===== config.mk =====
export PLATFORM = sky130hd
export DESIGN_NAME = sine_tone_generator_mixer
export DESIGN_NICKNAME = d
export VERILOG_FILES = /design/src/design/stg_pkg.sv /design/src/design/stg_regs.sv /design/src/design/stg_ctrl.sv /design/src/design/stg_dpath.sv /design/src/design/sine_tone_generator_mixer.sv
export SDC_FILE = /design/constraint.sdc
export NUM_CORES = 2
export LEC_CHECK = 0
export BUFFER_PORTS_ARGS = -buffer_cell sky130_fd_sc_hd__buf_2
export CORE_MARGIN = 10
export CORE_UTILIZATION = 25
export DETAILED_ROUTE_END_ITERATION = 10
export PLACE_DENSITY = 0.44
export SYNTH_ARGS = -nofsm -noshare
export SYNTH_HDL_FRONTEND = slang
export SYNTH_SLANG_ARGS = --single-unit

===== constraint.sdc =====
create_clock -name clk -period 7.61 [get_ports clk]
set_clock_uncertainty 0.05 [all_clocks]
set_input_delay 1.9025 -clock clk [delete_from_list [all_inputs] [get_ports clk]]
set_output_delay 1.9025 -clock clk [all_outputs]
set_load 0.02 [all_outputs]

===== src/design/stg_pkg.sv =====
// ----------------------------------------------------------------------------
// stg_pkg
// Shared types, constants and the quarter-wave sine table of the tone
// generator and mixer.
// ----------------------------------------------------------------------------
package stg_pkg;

    localparam int PHASE_BITS_DEF   = 32;
    localparam int STEP_BITS        = 32;
    localparam int AMP_BITS         = 15;
    localparam int COUNT_BITS       = 25;
    localparam int INDEX_BITS       = 24;
    localparam int SAMPLE_BITS      = 16;
    localparam int MAG_BITS         = 15;
    localparam int MAX_TONE_SAMPLES = 16777216;
    localparam int SINE_TABLE_DEPTH = 256;
    localparam int SINE_IDX_BITS    = $clog2(SINE_TABLE_DEPTH);
    localparam int ROM_ADDR_BITS    = SINE_IDX_BITS + 1;
    localparam int ROM_BITS         = MAG_BITS * (SINE_TABLE_DEPTH + 1);
    localparam int ADDR_BITS        = 4;
    localparam int DATA_BITS        = 32;

    localparam logic [1:0] REG_PHASE_STEP     = 2'd0;
    localparam logic [1:0] REG_TONE_AMPLITUDE = 2'd1;
    localparam logic [1:0] REG_SAMPLE_COUNT   = 2'd2;

    localparam logic [63:0] HALF_PI_Q30 = 64'd1686629713;

    typedef struct packed {
        logic [STEP_BITS-1:0]  phase_step;
        logic [AMP_BITS-1:0]   tone_amplitude;
        logic [COUNT_BITS-1:0] sample_count;
    } stg_cfg_t;

    typedef struct packed {
        logic accept;
        logic amp_en;
        logic mix_en;
        logic out_load;
    } stg_cmd_t;

    function automatic logic [63:0] udiv_u64(input logic [63:0] num, input logic [63:0] den);
        logic [63:0] quo;
        logic [64:0] rem;
        quo = '0;
        rem = '0;
        for (int b = 63; b >= 0; b--)
        begin
            rem = {rem[63:0], num[b]};
            if (rem >= {1'b0, den})
            begin
                rem    = rem - {1'b0, den};
                quo[b] = 1'b1;
            end
        end
        return quo;
    endfunction

    function automatic logic [ROM_BITS-1:0] sine_rom_init();
        logic [ROM_BITS-1:0] rom;
        logic [63:0] x;
        logic [63:0] x2;
        logic [63:0] term;
        logic [63:0] sum;
        logic [63:0] den;
        rom = '0;
        for (int k = 0; k <= SINE_TABLE_DEPTH; k++)
        begin
            x = (HALF_PI_Q30 * 64'(k) + 64'(SINE_TABLE_DEPTH / 2)) / 64'(SINE_TABLE_DEPTH);
            x2 = (x * x) >> 30;
            term = x;
            sum = x;
            for (int n = 1; n <= 8; n++)
            begin
                den = 64'((2 * n) * (2 * n + 1));
                term = udiv_u64((term * x2) >> 30, den);
                if ((n % 2) == 1)
                begin
                    sum = (sum >= term) ? sum - term : 64'd0;
                end
                else
                begin
                    sum = sum + term;
                end
            end
            if (sum > (64'd1 << 30))
            begin
                sum = 64'd1 << 30;
            end
            rom[k*MAG_BITS +: MAG_BITS] = MAG_BITS'((sum * 64'd32767 + (64'd1 << 29)) >> 30);
        end
        return rom;
    endfunction

    localparam logic [ROM_BITS-1:0] SINE_ROM = sine_rom_init();

endpackage


===== src/design/stg_regs.sv =====
// ----------------------------------------------------------------------------
// stg_regs
// Configuration register file behind the APB-style port.
// ----------------------------------------------------------------------------
module stg_regs
    import stg_pkg::*;
(
    input  logic                 clk,
    input  logic                 rst_n,
    input  logic                 psel,
    input  logic                 penable,
    input  logic                 pwrite,
    input  logic [ADDR_BITS-1:0] paddr,
    input  logic [DATA_BITS-1:0] pwdata,
    output logic [DATA_BITS-1:0] prdata,
    output logic                 pready,
    output stg_cfg_t             cfg
);

    stg_cfg_t cfg_reg;
    stg_cfg_t cfg_next;
    logic     wr_en;

    assign pready = 1'b1;
    assign wr_en  = psel && penable && pwrite;
    assign cfg    = cfg_reg;

    always_comb
    begin
        cfg_next = cfg_reg;
        if (wr_en)
        begin
            unique case (paddr[3:2])
                REG_PHASE_STEP:     cfg_next.phase_step     = pwdata[STEP_BITS-1:0];
                REG_TONE_AMPLITUDE: cfg_next.tone_amplitude = pwdata[AMP_BITS-1:0];
                REG_SAMPLE_COUNT:   cfg_next.sample_count   = pwdata[COUNT_BITS-1:0];
                default:            cfg_next = cfg_reg;
            endcase
        end
    end

    always_comb
    begin
        unique case (paddr[3:2])
            REG_PHASE_STEP:     prdata = cfg_reg.phase_step;
            REG_TONE_AMPLITUDE: prdata = {{(DATA_BITS-AMP_BITS){1'b0}}, cfg_reg.tone_amplitude};
            REG_SAMPLE_COUNT:   prdata = {{(DATA_BITS-COUNT_BITS){1'b0}}, cfg_reg.sample_count};
            default:            prdata = '0;
        endcase
    end

    always_ff @(posedge clk or negedge rst_n)
    begin
        if (!rst_n)
        begin
            cfg_reg.phase_step     <= '0;
            cfg_reg.tone_amplitude <= '0;
            cfg_reg.sample_count   <= COUNT_BITS'(1);
        end
        else
        begin
            cfg_reg <= cfg_next;
        end
    end

endmodule


===== src/design/stg_ctrl.sv =====
// ----------------------------------------------------------------------------
// stg_ctrl
// Sequencer for one word: table read, amplitude scaling, mixing, output load.
// ----------------------------------------------------------------------------
module stg_ctrl
    import stg_pkg::*;
(
    input  logic     clk,
    input  logic     rst_n,
    input  logic     in_valid,
    output logic     in_ready,
    output logic     out_valid,
    input  logic     out_ready,
    output stg_cmd_t cmd
);

    localparam logic [1:0] ST_IDLE = 2'd0;
    localparam logic [1:0] ST_AMP  = 2'd1;
    localparam logic [1:0] ST_MIX  = 2'd2;
    localparam logic [1:0] ST_LOAD = 2'd3;

    logic [1:0] state_reg;
    logic [1:0] state_next;
    logic       out_valid_reg;
    logic       out_valid_next;

    assign in_ready  = (state_reg == ST_IDLE);
    assign out_valid = out_valid_reg;

    always_comb
    begin
        cmd.accept   = 1'b0;
        cmd.amp_en   = 1'b0;
        cmd.mix_en   = 1'b0;
        cmd.out_load = 1'b0;
        state_next   = state_reg;
        unique case (state_reg)
            ST_IDLE:
            begin
                if (in_valid)
                begin
                    cmd.accept = 1'b1;
                    state_next = ST_AMP;
                end
            end
            ST_AMP:
            begin
                cmd.amp_en = 1'b1;
                state_next = ST_MIX;
            end
            ST_MIX:
            begin
                cmd.mix_en = 1'b1;
                state_next = ST_LOAD;
            end
            ST_LOAD:
            begin
                if (!out_valid_reg || out_ready)
                begin
                    cmd.out_load = 1'b1;
                    state_next   = ST_IDLE;
                end
            end
            default:
            begin
                state_next = ST_IDLE;
            end
        endcase
    end

    always_comb
    begin
        if (cmd.out_load)
        begin
            out_valid_next = 1'b1;
        end
        else if (out_ready)
        begin
            out_valid_next = 1'b0;
        end
        else
        begin
            out_valid_next = out_valid_reg;
        end
    end

    always_ff @(posedge clk or negedge rst_n)
    begin
        if (!rst_n)
        begin
            state_reg     <= ST_IDLE;
            out_valid_reg <= 1'b0;
        end
        else
        begin
            state_reg     <= state_next;
            out_valid_reg <= out_valid_next;
        end
    end

`ifndef SYNTHESIS
    a_accept_starts: assert property (@(posedge clk) disable iff (!rst_n)
        (in_valid && in_ready) |=> (state_reg == ST_AMP))
        else $error("Accepted word did not start the sequence.");

    a_mix_then_load: assert property (@(posedge clk) disable iff (!rst_n)
        (state_reg == ST_MIX) |=> (state_reg == ST_LOAD))
        else $error("Mix step was not followed by the load step.");

    a_load_shows: assert property (@(posedge clk) disable iff (!rst_n)
        cmd.out_load |=> out_valid_reg)
        else $error("Loaded word is not presented.");

    a_no_overwrite: assert property (@(posedge clk) disable iff (!rst_n)
        (out_valid_reg && !out_ready) |-> !cmd.out_load)
        else $error("Output register overwritten before it was taken.");
`endif

endmodule


===== src/design/stg_dpath.sv =====
// ----------------------------------------------------------------------------
// stg_dpath
// Phase accumulator, sample counter, sine table, multipliers and the
// output register.
// ----------------------------------------------------------------------------
module stg_dpath
    import stg_pkg::*;
#(
    parameter int PHASE_BITS = PHASE_BITS_DEF
)
(
    input  logic                          clk,
    input  logic                          rst_n,
    input  stg_cfg_t                      cfg,
    input  stg_cmd_t                      cmd,
    input  logic signed [SAMPLE_BITS-1:0] noise_sample,
    output logic signed [SAMPLE_BITS-1:0] tone_sample,
    output logic signed [SAMPLE_BITS-1:0] mixed_sample,
    output logic [INDEX_BITS-1:0]         sample_index,
    output logic                          last_sample
);

    localparam int QSH = PHASE_BITS - 2;

    logic [PHASE_BITS-1:0]         phase_acc_reg;
    logic [PHASE_BITS-1:0]         step_scaled;
    logic [INDEX_BITS-1:0]         counter_reg;
    logic [COUNT_BITS-1:0]         count_sat;
    logic                          last;
    logic [1:0]                    quad;
    logic [SINE_IDX_BITS-1:0]      idx;
    logic [ROM_ADDR_BITS-1:0]      rom_addr;
    logic [MAG_BITS-1:0]           mag;

    logic signed [SAMPLE_BITS-1:0] noise_reg;
    logic [1:0]                    quad_reg;
    logic [MAG_BITS-1:0]           mag_reg;
    logic [INDEX_BITS-1:0]         index_reg;
    logic                          last_reg;
    logic [2*MAG_BITS-1:0]         amp_prod;
    logic [MAG_BITS-1:0]           tmag;
    logic signed [SAMPLE_BITS-1:0] tone_next;
    logic signed [SAMPLE_BITS-1:0] tone_reg;
    logic signed [2*SAMPLE_BITS-1:0] mix_prod;
    logic signed [2*SAMPLE_BITS-1:0] mix_round;
    logic signed [SAMPLE_BITS-1:0] mixed_reg;

    logic signed [SAMPLE_BITS-1:0] tone_out_reg;
    logic signed [SAMPLE_BITS-1:0] mixed_out_reg;
    logic [INDEX_BITS-1:0]         index_out_reg;
    logic                          last_out_reg;

    generate
        if (PHASE_BITS >= STEP_BITS)
        begin : g_step_up
            assign step_scaled = PHASE_BITS'(cfg.phase_step) << (PHASE_BITS - STEP_BITS);
        end
        else
        begin : g_step_down
            assign step_scaled = PHASE_BITS'(cfg.phase_step >> (STEP_BITS - PHASE_BITS));
        end
    endgenerate

    always_comb
    begin
        if (cfg.sample_count == '0)
        begin
            count_sat = COUNT_BITS'(1);
        end
        else if (cfg.sample_count > COUNT_BITS'(MAX_TONE_SAMPLES))
        begin
            count_sat = COUNT_BITS'(MAX_TONE_SAMPLES);
        end
        else
        begin
            count_sat = cfg.sample_count;
        end
    end

    assign last = (({1'b0, counter_reg} + COUNT_BITS'(1)) >= count_sat);

    assign quad     = phase_acc_reg[PHASE_BITS-1 -: 2];
    assign idx      = phase_acc_reg[QSH-1 -: SINE_IDX_BITS];
    assign rom_addr = quad[0] ? (ROM_ADDR_BITS'(SINE_TABLE_DEPTH) - {1'b0, idx})
                              : {1'b0, idx};
    assign mag      = SINE_ROM[rom_addr*MAG_BITS +: MAG_BITS];

    assign amp_prod  = (2*MAG_BITS)'(cfg.tone_amplitude) * (2*MAG_BITS)'(mag_reg);
    assign tmag      = MAG_BITS'((amp_prod + (2*MAG_BITS)'(16384)) >> 15);
    assign tone_next = quad_reg[1] ? -$signed({1'b0, tmag}) : $signed({1'b0, tmag});

    assign mix_prod  = (2*SAMPLE_BITS)'(noise_reg) * (2*SAMPLE_BITS)'(tone_reg);
    assign mix_round = (mix_prod + 32'sd16384) >>> 15;

    always_ff @(posedge clk or negedge rst_n)
    begin
        if (!rst_n)
        begin
            phase_acc_reg <= '0;
            counter_reg   <= '0;
        end
        else if (cmd.accept)
        begin
            if (last)
            begin
                phase_acc_reg <= '0;
                counter_reg   <= '0;
            end
            else
            begin
                phase_acc_reg <= phase_acc_reg + step_scaled;
                counter_reg   <= counter_reg + INDEX_BITS'(1);
            end
        end
    end

    always_ff @(posedge clk)
    begin
        if (cmd.accept)
        begin
            noise_reg <= noise_sample;
            quad_reg  <= quad;
            mag_reg   <= mag;
            index_reg <= counter_reg;
            last_reg  <= last;
        end
        if (cmd.amp_en)
        begin
            tone_reg <= tone_next;
        end
        if (cmd.mix_en)
        begin
            mixed_reg <= mix_round[SAMPLE_BITS-1:0];
        end
        if (cmd.out_load)
        begin
            tone_out_reg  <= tone_reg;
            mixed_out_reg <= mixed_reg;
            index_out_reg <= index_reg;
            last_out_reg  <= last_reg;
        end
    end

    assign tone_sample  = tone_out_reg;
    assign mixed_sample = mixed_out_reg;
    assign sample_index = index_out_reg;
    assign last_sample  = last_out_reg;

endmodule


===== src/design/sine_tone_generator_mixer.sv =====
// ----------------------------------------------------------------------------
// sine_tone_generator_mixer
// Direct digital synthesis tone generator with a noise mixer.
// ----------------------------------------------------------------------------
// Each input word carries one Q1.15 noise sample and yields one output word
// with the tone sample (amplitude times the sine of the current phase), the
// tone times the noise, the sample's position in the tone and a flag on the
// last sample of a run. A word is accepted only while the sequencer is idle.
// The sine table is read at the edge that accepts the word; the amplitude
// multiply, the noise multiply and the output load then follow as steps of
// their own, in that order, and a new word is taken only once the output
// load of the last one is done. While an earlier word still waits in the
// output register, the load step waits with it and the input stays blocked.
// Configuration registers are at byte addresses 0 (phase_step), 4
// (tone_amplitude) and 8 (sample_count) and should be written only while
// the block is idle.
module sine_tone_generator_mixer
    import stg_pkg::*;
#(
    parameter int PHASE_BITS = PHASE_BITS_DEF
)
(
    input  logic                          clk,
    input  logic                          rst_n,
    input  logic                          psel,
    input  logic                          penable,
    input  logic                          pwrite,
    input  logic [ADDR_BITS-1:0]          paddr,
    input  logic [DATA_BITS-1:0]          pwdata,
    output logic [DATA_BITS-1:0]          prdata,
    output logic                          pready,
    input  logic                          in_valid,
    output logic                          in_ready,
    input  logic signed [SAMPLE_BITS-1:0] noise_sample,
    output logic                          out_valid,
    input  logic                          out_ready,
    output logic signed [SAMPLE_BITS-1:0] tone_sample,
    output logic signed [SAMPLE_BITS-1:0] mixed_sample,
    output logic [INDEX_BITS-1:0]         sample_index,
    output logic                          last_sample
);

    stg_cfg_t cfg;
    stg_cmd_t cmd;

    stg_regs u_regs (
        .clk     (clk),
        .rst_n   (rst_n),
        .psel    (psel),
        .penable (penable),
        .pwrite  (pwrite),
        .paddr   (paddr),
        .pwdata  (pwdata),
        .prdata  (prdata),
        .pready  (pready),
        .cfg     (cfg)
    );

    stg_ctrl u_ctrl (
        .clk       (clk),
        .rst_n     (rst_n),
        .in_valid  (in_valid),
        .in_ready  (in_ready),
        .out_valid (out_valid),
        .out_ready (out_ready),
        .cmd       (cmd)
    );

    stg_dpath #(
        .PHASE_BITS (PHASE_BITS)
    ) u_dpath (
        .clk          (clk),
        .rst_n        (rst_n),
        .cfg          (cfg),
        .cmd          (cmd),
        .noise_sample (noise_sample),
        .tone_sample  (tone_sample),
        .mixed_sample (mixed_sample),
        .sample_index (sample_index),
        .last_sample  (last_sample)
    );

endmodule

==> flow_metrics.tcl <==
set metrics [dict create \
    cts_tree "done" \
    wl_met2_mm 49.37 \
    pin_count 151 \
    place_congestion 0.8760 \
    met3WireLength_mm 5.103 \
    fp-row-count 133 \
    post_cts_buffers 0 \
    slew_headroom 0.1688 \
    reg2reg_depth 21 \
    drive_above_1_share 0.1193 \
    yosys.cell_count.top_type "inv_1" \
    path_clk_slew_ns 0.05 \
    wl_met1_mm 45.49 \
    maxCapViolations 0 \
    crit_fanout 7 \
    syn2layout_area_growth_pct 13.63 \
    reg2reg_from "u_dpath.mag_reg[4]" \
    worstHoldStart "u_dpath.mixed_reg[0]" \
    initial_core_util 0.2524 \
    period_needed_ns 7.341 \
    drc 0 \
    synth_area_leaders "fa_1 26%, edfxtp_1 13%, ha_1 9.8%" \
    largest_register_ffs 72 \
    outcome "complete, no violations" \
    synth_cell_types 86 \
    layout.nets 4410 \
    end_kind "flip-flop" \
    worstMarginPinSlew_ns 1.245 \
    top_layer "met5" \
    root_buffer "clkbuf_16" \
    cts_max_level 2 \
    wl_per_cell_um 18.83 \
    vias 25660 \
    grt_use_total 0.1381 \
    synth_top_area_frac 0.2552 \
    insertion_delay_ns 0.63 \
    cts_buffers 38 \
    drtPass1Iterations 8 \
    io_buffer_count 147 \
    critPathArrivalTime_ns 7.66 \
    synth_common_cells "506 x inv_1, 500 x nand2_1, 424 x fa_1" \
    die_h_um 384.8 \
    ys_seq_area_frac 0.2304 \
    clockBufferDepth 3 \
    rr_endpoint "u_dpath.tone_reg[15]" \
    drt-vias-per-instance 4.705 \
    setup_violations 0 \
    place_hpwl_mm 79.10 \
    start_kind "flip-flop" \
    synth_ff_type "edfxtp_1" \
    syn_area_per_cell_um2 9.363 \
    rrSetupSlack_ns 0.27 \
    synth-seq-cells 277 \
    gr-total-overflow 0 \
    finalHoldViolCount 0 \
    hp-class "reg -> reg" \
    core_mm2 0.1318 \
    grt_pass1_wl_mm 161.8 \
    drtAntennaViolNets 0 \
    async_reset_ff_frac 0.4729 \
    synth_nets 4297 \
    synth_warnings 0 \
    die_w_um 384.8 \
    grt_max_degree 68 \
    clock-sinks 277 \
    min_period_over_period 0.9646 \
    min_to "u_dpath.mixed_sample[0]" \
    drtIter0Drc 1748 \
    critical_path_class "reg -> reg" \
    grt_antenna_before_repair 8 \
    hold_path_depth 0 \
    grt_pass1_vias 26910 \
    max_freq_mhz 136.2 \
    synth-edff-count 146 \
    finalMaxSlewViolations 0 \
    die_area_mm2 0.1481 \
    fin_util 0.2868 \
    syn_inst 3553 \
    required_ns 7.93 \
    wl_mm 102.7 \
    final.fill_count 14150 \
    syn_area_mm2 0.03327 \
    yosysTopAreaCell "fa_1" \
]
[cells in the final DEF, fill, tap and decap left out, types with 22 or more instances in the layout]
cell type	netlist	final
inv_1	506	505
nand2_1	500	498
fa_1	424	424
ha_1	261	261
and2_1	203	202
o21ai_0	156	156
nor2_1	157	155
buf_2	7	146
edfxtp_1	146	146
dfrtp_1	130	125
buf_4	1	113
a21oi_1	108	108
xnor2_1	82	78
mux2_2	72	72
nor3_1	54	52
nand3_1	39	39
a21o_1	38	38
clkbuf_16	0	38
mux2i_1	33	33
o211ai_1	27	27
nand2b_1	26	26
xor2_1	27	26
a211oi_1	26	26
o31ai_1	22	22
[critical path, stage by stage, from the launching register on]
cell and delay (ns):
edfxtp_1 0.58, buf_4 0.19, nand2_1 0.07, fa_1 0.50, fa_1 0.55, inv_1 0.05
fa_1 0.55, fa_1 0.45, fa_1 0.54, inv_1 0.05, fa_1 0.52, inv_1 0.04
ha_1 0.25, and2_4 0.20, a311oi_4 0.37, a31oi_1 0.17, or2_1 0.24, a211o_1 0.29
a32o_2 0.25, or4_4 0.53, a211o_2 0.35, o31a_1 0.30
[timing repair]
item                       4_1_cts  5_1_grt
gates resized for setup          0       14
hold buffers                     0        0
setup endpoints to repair        0        5
[stage by stage]
stage	setup TNS [ns]	worst slack, ns	hold slack [ns]	instance area [µm²]	instances
2_1_floorplan	0	0.4210	0.3503	33270	3553
3_3_place_gp	0	0.1850	0.3529	36440	5381
3_5_place_dp	0	0.1729	0.3545	36440	5381
4_1_cts	0	0.1560	0.3631	37740	5451
5_1_grt	-0.004042	-0.004042	0.3712	37800	5452
6_report	0	0.2691	0.3644	37800	5453
[worst max-delay path by stage]
stage                                    from                    end  slack (ns)
after global placement         u_regs.cfg[32]   u_dpath.tone_reg[15]        0.19
after CTS                      u_regs.cfg[34]   u_dpath.tone_reg[15]        0.16
after global routing      u_dpath.tone_reg[1]  u_dpath.mixed_reg[15]      -0.004
final                      u_dpath.mag_reg[4]   u_dpath.tone_reg[15]        0.27
after detailed placement       u_regs.cfg[34]   u_dpath.tone_reg[15]        0.17
after floorplan                u_regs.cfg[31]   u_dpath.tone_reg[15]        0.42
[logic make-up (layout without fill, tap and decap cells)]
kind of cell	count (synthesis)	in the layout	share of synthesized area
AO/OA/AOI/OAI	596	596	0.1193
XOR/XNOR	109	109	0.02870
adder cells (fa/ha/maj)	685	685	0.3533
buffers and inverters	698	841	0.07940
flip-flops	277	277	0.2304
multiplexers	110	110	0.03769
other	1	3	0.0001127
AND/OR/NAND/NOR	1077	1077	0.1511
[per-layer routing]
metal | up-vias | track usage
met3 | 158 | 0.02266
met4 | 2 | 0.04059
met5 | - | 0
li1 | 12020 | -
met2 | 645 | 0.2346
met1 | 12830 | 0.1793
[layout make-up]
type	instances	area, µm²	area share
Multi-Input combinational cell	2578	23110	0.6115
Sequential cell	277	7670	0.2029
Tap cell	1755	2196	0.05809
Inverter	511	1921	0.05081
Timing Repair Buffer	260	1590	0.04207
Clock buffer	49	1022	0.02704
Clock inverter	21	282.8	0.007481
Antenna cell	2	5.005	0.0001324
Power is not shown: default switching activity piles up to over one toggle a cycle in this logic, so the estimate is an artifact.
